**src/hw/rtl/tpad_pkg.sv**
```systemverilog
// Shared constants and types for the triac phase-angle dimmer.
package tpad_pkg;

    localparam int CFG_W         = 14;
    localparam int BRIGHT_W      = 7;
    localparam int CFG_IDX_W     = 3;
    localparam int TIME_BITS_DEF = 14;

    localparam logic [BRIGHT_W-1:0] BRIGHT_FULL = 7'd100;

    localparam logic [BRIGHT_W-1:0] RST_BRIGHT   = 7'd0;
    localparam logic                RST_LIGHT_ON = 1'b0;
    localparam logic [CFG_W-1:0]    RST_MIN_DLY  = 14'd100;
    localparam logic [CFG_W-1:0]    RST_MAX_DLY  = 14'd2500;
    localparam logic [CFG_W-1:0]    RST_PULSE    = 14'd800;
    localparam logic [CFG_W-1:0]    RST_LOCKOUT  = 14'd2000;

    // Brightness times delay span, and its divide by 100 as a reciprocal multiply.
    localparam int PROD_W      = BRIGHT_W + CFG_W;
    localparam int RECIP_SHIFT = PROD_W + 7;
    localparam int RECIP_W     = PROD_W + 1;
    localparam int MULQ_W      = PROD_W + RECIP_W;
    localparam logic [RECIP_W-1:0] RECIP_M =
        RECIP_W'(((64'd1 << RECIP_SHIFT) + 64'd99) / 64'd100);

    typedef enum logic [CFG_IDX_W-1:0] {
        CFG_BRIGHT   = 3'd0,
        CFG_LIGHT_ON = 3'd1,
        CFG_MIN_DLY  = 3'd2,
        CFG_MAX_DLY  = 3'd3,
        CFG_PULSE    = 3'd4,
        CFG_LOCKOUT  = 3'd5
    } t_cfg_idx;

endpackage

```
**src/hw/rtl/triac_phase_angle_dimmer_core.sv**
```systemverilog
// Triac phase-angle dimmer: zero-cross lockout, fire delay, gate pulse timing.
// Throughput: one word per cycle unless the output stalls; the fire delay
// divide runs in two pipeline stages (span multiply, reciprocal multiply)
// ahead of the timer stage, which registers the result word.
// Reset (synchronous, active low) empties the pipeline, loads the register
// defaults and clears all timers; previous level resets to one.
module triac_phase_angle_dimmer_core #(
    parameter int TIME_BITS = tpad_pkg::TIME_BITS_DEF
) (
    input  logic                           i_clk,
    input  logic                           i_rst_n,
    input  logic                           i_in_valid,
    output logic                           o_in_stall,
    input  logic                           i_zero_cross_level,
    output logic                           o_out_valid,
    input  logic                           i_out_stall,
    output logic                           o_gate_drive,
    output logic                           o_relay_on,
    output logic                           o_power_led_on,
    output logic                           o_crossing_accepted,
    input  logic                           i_cfg_we,
    input  logic [tpad_pkg::CFG_IDX_W-1:0] i_cfg_idx,
    input  logic [tpad_pkg::CFG_W-1:0]     i_cfg_data
);

    localparam int W = (TIME_BITS > tpad_pkg::CFG_W) ? TIME_BITS : tpad_pkg::CFG_W;
    localparam logic [TIME_BITS-1:0] TMAX = '1;

    // configuration registers
    logic [tpad_pkg::BRIGHT_W-1:0] r_bright;
    logic                          r_light_on;
    logic [tpad_pkg::CFG_W-1:0]    r_min_dly;
    logic [tpad_pkg::CFG_W-1:0]    r_max_dly;
    logic [tpad_pkg::CFG_W-1:0]    r_pulse_w;
    logic [tpad_pkg::CFG_W-1:0]    r_lockout;

    // pipeline
    logic                          r_v1, r_v2, r_v3;
    logic                          r_lvl1, r_lvl2;
    logic [tpad_pkg::PROD_W-1:0]   r_prod1;
    logic [tpad_pkg::CFG_W-1:0]    r_delay2;
    logic                          w_rdy1, w_rdy2, w_rdy3;

    // timer state
    logic                 r_prev, n_prev;
    logic [TIME_BITS-1:0] r_tsc, n_tsc;
    logic [TIME_BITS-1:0] r_delay, n_delay;
    logic                 r_armed, n_armed;
    logic [TIME_BITS-1:0] r_pulse, n_pulse;

    // result register
    logic r_gate, r_relay, r_led, r_cross;

    logic                          w_enabled;
    logic                          w_accepted;
    logic [tpad_pkg::BRIGHT_W-1:0] w_bright_cl;
    logic [tpad_pkg::CFG_W-1:0]    w_span;
    logic [tpad_pkg::MULQ_W-1:0]   w_mulq;
    logic [tpad_pkg::CFG_W-1:0]    w_quot;
    logic [TIME_BITS-1:0]          w_tsc_inc;

    function automatic logic [TIME_BITS-1:0] f_sat(input logic [tpad_pkg::CFG_W-1:0] v);
        logic [W-1:0] vx;
        vx = W'(v);
        if (vx > W'(TMAX)) begin
            return TMAX;
        end
        return vx[TIME_BITS-1:0];
    endfunction

    always_ff @(posedge i_clk) begin
        if (!i_rst_n) begin
            r_bright   <= tpad_pkg::RST_BRIGHT;
            r_light_on <= tpad_pkg::RST_LIGHT_ON;
            r_min_dly  <= tpad_pkg::RST_MIN_DLY;
            r_max_dly  <= tpad_pkg::RST_MAX_DLY;
            r_pulse_w  <= tpad_pkg::RST_PULSE;
            r_lockout  <= tpad_pkg::RST_LOCKOUT;
        end else if (i_cfg_we) begin
            unique case (tpad_pkg::t_cfg_idx'(i_cfg_idx))
                tpad_pkg::CFG_BRIGHT:   r_bright   <= i_cfg_data[tpad_pkg::BRIGHT_W-1:0];
                tpad_pkg::CFG_LIGHT_ON: r_light_on <= i_cfg_data[0];
                tpad_pkg::CFG_MIN_DLY:  r_min_dly  <= i_cfg_data;
                tpad_pkg::CFG_MAX_DLY:  r_max_dly  <= i_cfg_data;
                tpad_pkg::CFG_PULSE:    r_pulse_w  <= i_cfg_data;
                tpad_pkg::CFG_LOCKOUT:  r_lockout  <= i_cfg_data;
                default: ;
            endcase
        end
    end

    // stages move forward independently so bubbles collapse
    assign w_rdy3     = !r_v3 || !i_out_stall;
    assign w_rdy2     = !r_v2 || w_rdy3;
    assign w_rdy1     = !r_v1 || w_rdy2;
    assign o_in_stall = !w_rdy1;

    // stage 1: brightness times delay span
    assign w_bright_cl = (r_bright > tpad_pkg::BRIGHT_FULL) ? tpad_pkg::BRIGHT_FULL : r_bright;
    assign w_span      = r_max_dly - r_min_dly;

    // stage 2: divide by 100 through the reciprocal, then pick the delay
    assign w_mulq = tpad_pkg::MULQ_W'(r_prod1) * tpad_pkg::MULQ_W'(tpad_pkg::RECIP_M);
    assign w_quot = w_mulq[tpad_pkg::RECIP_SHIFT +: tpad_pkg::CFG_W];

    always_ff @(posedge i_clk) begin
        if (!i_rst_n) begin
            r_v1 <= 1'b0;
            r_v2 <= 1'b0;
            r_v3 <= 1'b0;
        end else begin
            if (w_rdy1) begin
                r_v1 <= i_in_valid;
            end
            if (w_rdy2) begin
                r_v2 <= r_v1;
            end
            if (w_rdy3) begin
                r_v3 <= r_v2;
            end
        end
    end

    always_ff @(posedge i_clk) begin
        if (w_rdy1) begin
            r_lvl1  <= i_zero_cross_level;
            r_prod1 <= tpad_pkg::PROD_W'(w_bright_cl) * tpad_pkg::PROD_W'(w_span);
        end
        if (w_rdy2) begin
            r_lvl2   <= r_lvl1;
            r_delay2 <= (r_max_dly < r_min_dly) ? r_min_dly : (r_max_dly - w_quot);
        end
        if (w_rdy3) begin
            r_gate  <= n_pulse != '0;
            r_relay <= w_enabled;
            r_led   <= r_light_on;
            r_cross <= w_accepted;
        end
    end

    // stage 3: timers
    assign w_enabled = r_light_on && (r_bright != '0);
    assign w_tsc_inc = (r_tsc == TMAX) ? r_tsc : (r_tsc + 1'b1);
    assign w_accepted = r_prev && !r_lvl2 && (w_tsc_inc >= f_sat(r_lockout));

    always_comb begin
        n_prev  = r_lvl2;
        n_tsc   = w_accepted ? '0 : w_tsc_inc;
        n_delay = r_delay;
        n_armed = r_armed;
        n_pulse = r_pulse;
        if (!w_enabled) begin
            n_delay = '0;
            n_armed = 1'b0;
            n_pulse = '0;
        end else begin
            if (r_pulse != '0) begin
                n_pulse = r_pulse - 1'b1;
            end
            if (r_armed && (r_delay != '0)) begin
                n_delay = r_delay - 1'b1;
            end
            // a crossing restarts the delay even while one is running
            if (w_accepted) begin
                n_delay = f_sat(r_delay2);
                n_armed = 1'b1;
            end
            if (n_armed && (n_delay == '0)) begin
                n_armed = 1'b0;
                n_pulse = f_sat(r_pulse_w);
            end
        end
    end

    always_ff @(posedge i_clk) begin
        if (!i_rst_n) begin
            r_prev  <= 1'b1;
            r_tsc   <= '0;
            r_delay <= '0;
            r_armed <= 1'b0;
            r_pulse <= '0;
        end else if (r_v2 && w_rdy3) begin
            r_prev  <= n_prev;
            r_tsc   <= n_tsc;
            r_delay <= n_delay;
            r_armed <= n_armed;
            r_pulse <= n_pulse;
        end
    end

    assign o_out_valid         = r_v3;
    assign o_gate_drive        = r_gate;
    assign o_relay_on          = r_relay;
    assign o_power_led_on      = r_led;
    assign o_crossing_accepted = r_cross;

    a_gate_needs_relay: assert property (@(posedge i_clk) disable iff (!i_rst_n)
        (o_out_valid && o_gate_drive) |-> o_relay_on)
        else $error("gate driven while firing disabled");

    a_disable_clears: assert property (@(posedge i_clk) disable iff (!i_rst_n)
        (r_v2 && w_rdy3 && !w_enabled) |=> (r_pulse == '0 && !r_armed && r_delay == '0))
        else $error("timers not cleared while disabled");

    a_cross_restarts_lockout: assert property (@(posedge i_clk) disable iff (!i_rst_n)
        (r_v2 && w_rdy3 && w_accepted) |=> (r_tsc == '0))
        else $error("lockout timer not restarted on accepted crossing");

    a_stall_only_full: assert property (@(posedge i_clk) disable iff (!i_rst_n)
        o_in_stall |-> (r_v1 && r_v2 && r_v3))
        else $error("input stalled with a free pipeline stage");

endmodule
```
**config.mk**
```make
export PLATFORM = sky130hd
export DESIGN_NAME = triac_phase_angle_dimmer_core
export DESIGN_NICKNAME = d
export VERILOG_FILES = /design/src/hw/rtl/tpad_pkg.sv /design/src/hw/rtl/triac_phase_angle_dimmer_core.sv
export SDC_FILE = /design/constraint.sdc
export NUM_CORES = 1
export LEC_CHECK = 0
export BUFFER_PORTS_ARGS = -buffer_cell sky130_fd_sc_hd__buf_2
export CORE_UTILIZATION = 25
export DETAILED_ROUTE_END_ITERATION = 10
export GPL_ROUTABILITY_DRIVEN = 0
export SYNTH_ARGS = -nofsm -noshare
export SYNTH_HDL_FRONTEND = slang
export SYNTH_SLANG_ARGS = --single-unit
```
**constraint.sdc**
```tcl
create_clock -name i_clk -period 12.22 [get_ports i_clk]
set_clock_uncertainty 0.05 [all_clocks]
set_input_delay 2.444 -clock i_clk [delete_from_list [all_inputs] [get_ports i_clk]]
set_output_delay 2.444 -clock i_clk [all_outputs]
set_load 0.02 [all_outputs]
```
# == Yosys cells after proc, flatten, opt, wreduce, memory -nomap -nowiden ==
# Cells that the tools add are included.
# W data, S select, Z words.
# totals
regBits,152
inputBits,23
word_cells,96
# op_classes
addsub,5
mul,2
magnitude_cmp,6
eq_ne,6
mux,28
reduce_logical,27
# op_table
cell,count
$mux W14,16
$gt A14 B14 Y1 const B,3
$mul A21 B22 Y42 const B,1
$reduce_bool A14 Y1,3
$sub A14 B1 Y14 const B,2
$sub A14 B14 Y14,2
$mul A7 B14 Y21,1
$add A14 B1 Y14 const B,1
$eq A14 B14 Y1 const B,1
$ge A14 B14 Y1,1
$logic_not A14 Y1,1
$lt A14 B14 Y1,1
$reduce_and A2 Y1,6
$mux W1,11
$gt A7 B7 Y1 const B,1
$mux W7,1
$reduce_bool A7 Y1,1
$eq A3 B2 Y1 const B,2
$eq A3 B3 Y1 const B,2
$logic_and A1 B1 Y1,6
$logic_not A1 Y1,6
$eq A3 B1 Y1 const B,1
$logic_not A3 Y1,1
$logic_or A1 B1 Y1,3

# == Longest topological paths before layout ==
# logic_depth
depth_word,18
mapped_depth,36
mapped_depth_nobuf,36

# == Worst setup path before layout ==
# Ideal clock, no wire load.
# synth_path
path_type,reg2reg
startpoint,reg r_prod1[4] (netlist bit)
endpoint,reg r_delay2[13] (netlist bit) (data pin)
t_arrival_ps,7780
required_ps,11901
path_slack_ps,4122
stages_incl_launch_ff,32
path_buffers,0
period_less_slack_ps,8098
cell_sequence,edfxtp_1 > inv_1 > fa_1 > fa_1 > fa_1 > fa_1 > fa_1 > inv_1 > fa_1 > inv_1 > fa_1 > inv_1 > ha_1 > nor2_1 > nor4_1 > o2111ai_1 > a311oi_1 > o221ai_1 > a31oi_1 > o2111ai_1 > nand2_1 > a21oi_1 > xor2_1 > ha_1 > and3_1 > a21oi_1 > o21ai_0 > or4_1 > a31o_2 > a21oi_1 > xnor2_1 > a21oi_1
# synth_via
elab_chain_len,3
# synth_rtl
item,line_no,text
from (decl),triac_phase_angle_dimmer_core.sv:40,logic [tpad_pkg::PROD_W-1:0] r_prod1;
from (signal assigned),triac_phase_angle_dimmer_core.sv:127,r_prod1 <= tpad_pkg::PROD_W'(w_bright_cl) * tpad_pkg::PROD_W'(w_span);
$mul A21 B22 Y42,triac_phase_angle_dimmer_core.sv:103,assign w_mulq = tpad_pkg::MULQ_W'(r_prod1) * tpad_pkg::MULQ_W'(tpad_pkg::RECIP_M);
$sub A14 B14 Y14,triac_phase_angle_dimmer_core.sv:131,r_delay2 <= (r_max_dly < r_min_dly) ? r_min_dly : (r_max_dly - w_quot);
$mux W14,triac_phase_angle_dimmer_core.sv:131,
to (signal assigned),triac_phase_angle_dimmer_core.sv:131,
to (decl),triac_phase_angle_dimmer_core.sv:41,logic [tpad_pkg::CFG_W-1:0] r_delay2;
# Every way passes these cells.
# A chain may end at the register's enable or synchronous reset.

# == Final worst setup path ==
# Ends and elaborated chain as after synthesis.

==> impl_metrics.csv <==
group,metric,value,unit
global_routing,grt_max_degree,112,
cells_and_area,mostFrequentLayoutCell,"inv_1",
sta,timing.fmax,109,MHz
flow_run,drv_cap,0,
yosys,async_flop_share,0,%
clocking,cts.sinks,152,
cells_and_area,drive_above_1_share,4.77,%
die,die_y,276,um
yosys,synth-seq-cells,152,
routing,drc_errors,0,
clocking,cts_hold_buffers,0,
clocking,cts_buffer_depth,2,
clocking,clock_latency,450,ps
die,die-area,0.0763,mm^2
global_routing,grt_first_pass_wirelength,73800,um
sta,tns,0,ps
die,row_count,100,
power_and_ir_drop,comb_power_share,37.6,%
power_and_ir_drop,netSwitchingFraction,36.9,%
yosys,yosys_warnings,0,
critical_path,cp_slowest_cell,"a311oi_1",
global_routing,grt_pass1_vias,13735,
die,core_area,0.0744,mm^2
power_and_ir_drop,power_frac_seq,32.2,%
global_routing,grt_use_total,12.0,%
critical_path,arrival,9300,ps
die,chipWidth,276,um
yosys,synth.net_count,2616,
sta,finalHoldViolations,0,
sta,drv_slew,0,
power_and_ir_drop,cellPowerDensity,88.9,mW/mm^2
routing,num_vias,13717,
yosys,synth_area_leaders,"fa_1 23%, ha_1 19%, dfxtp_1 12%, inv_1 7.3%, edfxtp_1 6.5%",
cells_and_area,final_cell_mix,"365 x inv_1, 285 x ha_1, 266 x nand2_1, 216 x fa_1, 111 x dfxtp_1",
global_routing,grt_overflow,0,
routing,vias_per_cell,4.47,
clocking,cts_root_buf,"clkbuf_16",
cells_and_area,finalNonFillerCells,3068,
sta,relSlewSlack,23.7,%
sta,period_minus_slack,9180,ps
clocking,ctsResizeCount,0,
place,hpwl,36400,um
die,start_util,25.2,%
routing,drt-initial-drc-count,760,
critical_path,cp_slowest_stage_delay,630,ps
clocking,clk_pin_slew,70,ps
routing,wire_per_inst,14.5,um
power_and_ir_drop,switchingPower,675,uW
cells_and_area,area_delta_synth_final,9.31,%
critical_path,worstSetupStartpointType,"flip-flop",
yosys,ys_seq_area_share,18.4,%
clocking,htree_num_levels,4,
yosys,synth_ff_type,"dfxtp_1",
clocking,cts_tree,"yes",
power_and_ir_drop,vdd_ir_drop_max,0.109,mV
place,preCtsSetupSlack,2930,ps
sta,period_share,75.1,%
die,io_pins,29,
yosys,synth_top_area_share,23.0,%
cells_and_area,finalNetCount,2609,
yosys,synth_area,0.0188,mm^2
sta,rsz0062_at_grt,"false",
sta,tightestPinTransition,1140,ps
status,status,"finished clean",
yosys,synth_top_area_cell,"fa_1",
sta,setup_viol,0,
critical_path,required,12350,ps
routing,drt_pass1_iterations,5,
power_and_ir_drop,p_int,1150,uW
sta,setup_slack,3040,ps
critical_path,cp_max_fo,7,
yosys,synthCells,2092,
place,dpl.cell_count,3035,
yosys,syn_area_per_cell,8.99,um^2
yosys,synth.distinct_cells,79,
cells_and_area,final_core_utilization,27.6,%
critical_path,path_class,"reg -> reg",
clocking,numCtsBuffers,17,
sta,hold_ws,396,ps
routing,wirelength,44500,um
power_and_ir_drop,clkPwrFrac,30.1,%
min_path,hold_class,"reg -> reg",
global_routing,antenna_found_initial,1,
yosys,synth_edf_count,41,
critical_path,end_kind,"flip-flop",
critical_path,worst_path_most_repeated_cell,"fa_1",
clocking,cts_setup_buffers,0,
power_and_ir_drop,leakage,0.0100,uW
routing,detail-route-antenna-nets,0,
place,port_buffers,28,
-- through the flow --
step,total power [uW],instance area [um^2]
after global routing,1990,20500
after CTS,1850,20500
final,1830,20500
after floorplan,1120,18800
after detailed placement,1300,19900
after global placement,1290,19900
-- power groups by stage --
stage               clock [uW]  combinational (uW)  sequential [uW]
detailed placement           0                 698              600
global route               579                 814              592
global placement             0                 692              600
floorplan                    0                 537              583
finish                     550                 688              589
CTS                        562                 703              589
-- synthesized netlist by cell type, drive strengths merged (15+ instances only) --
library cell / n
inv: 365
ha: 285
nand2: 267
fa: 216
dfxtp: 111
nor2: 89
a21oi: 67
o21ai: 67
a21boi: 54
clkbuf: 53
nand3: 43
nor3: 43
and2: 42
edfxtp: 41
xnor2: 41
nor2b: 37
xor2: 32
mux2i: 19
and3: 16
nand2b: 15
or3: 15
-- area by class of cell --
class	instances	area, um^2
Fill cell	7901	53900
Multi-Input combinational cell	1516	13700
Sequential cell	152	3450
Inverter	365	1370
Tap cell	969	1210
Clock buffer	20	478
Timing Repair Buffer	33	178
Clock inverter	12	128
Antenna cell	1	2.50
-- flip-flops by register name, indices dropped and copies added, names as in the netlist, 7 cells and up --
register,cells
r_tsc,14
r_pulse_w,14
r_prod1,21
r_max_dly,14
r_bright,7
r_delay,14
r_pulse,14
r_lockout,14
r_min_dly,14
r_delay2,14
-- critical path: cells and delay by family, from the launching register on --
kind | cells | cell delay, ps
flops | 1 | 530
buf+inv | 4 | 310
compound gates | 11 | 2410
fa+ha+maj | 9 | 4170
xor+xnor | 2 | 280
simple gates | 5 | 1140
-- logic make-up after synthesis --
logic type                 after synthesis  share of synthesized area (%)
xor gates and xnor gates                73                           3.40
and+or+nand+nor                        625                           16.0
AOI/OAI and AO/OA                      290                           10.1
muxes                                   27                           1.53
buffers and inverters                  424                           8.63
DFF                                    152                           18.4
adders and majority gates              501                           42.0
-- path summary, 6_finish.rpt --
| check | to | cells after the start | startpoint | slack [ps] |
|---|---|---|---|---|
| max reg2reg | r_delay2[13]$_DFFE_PP_ | 31 | r_prod1[4]$_DFFE_PN_ | 3040 |
| max | r_delay2[13]$_DFFE_PP_ | 31 | r_prod1[4]$_DFFE_PN_ | 3040 |
| min reg2reg | n_prev$_DFFE_PP_ | 0 | r_lvl1$_DFFE_PN_ | 400 |
| min | n_prev$_DFFE_PP_ | 0 | r_lvl1$_DFFE_PN_ | 400 |
-- routing by layer --
| metal | up-vias | wire length [um] | track usage [%] |
|---|---|---|---|
| li1 | 6831 | - | - |
| met1 | 6574 | 21300 | 16.8 |
| met2 | 262 | 20400 | 19.6 |
| met3 | 50 | 1940 | 1.41 |
| met4 | 0 | 759 | 3.25 |
| met5 | - | 0 | 0 |
Note: power is estimated with default switching activity, not from simulation.
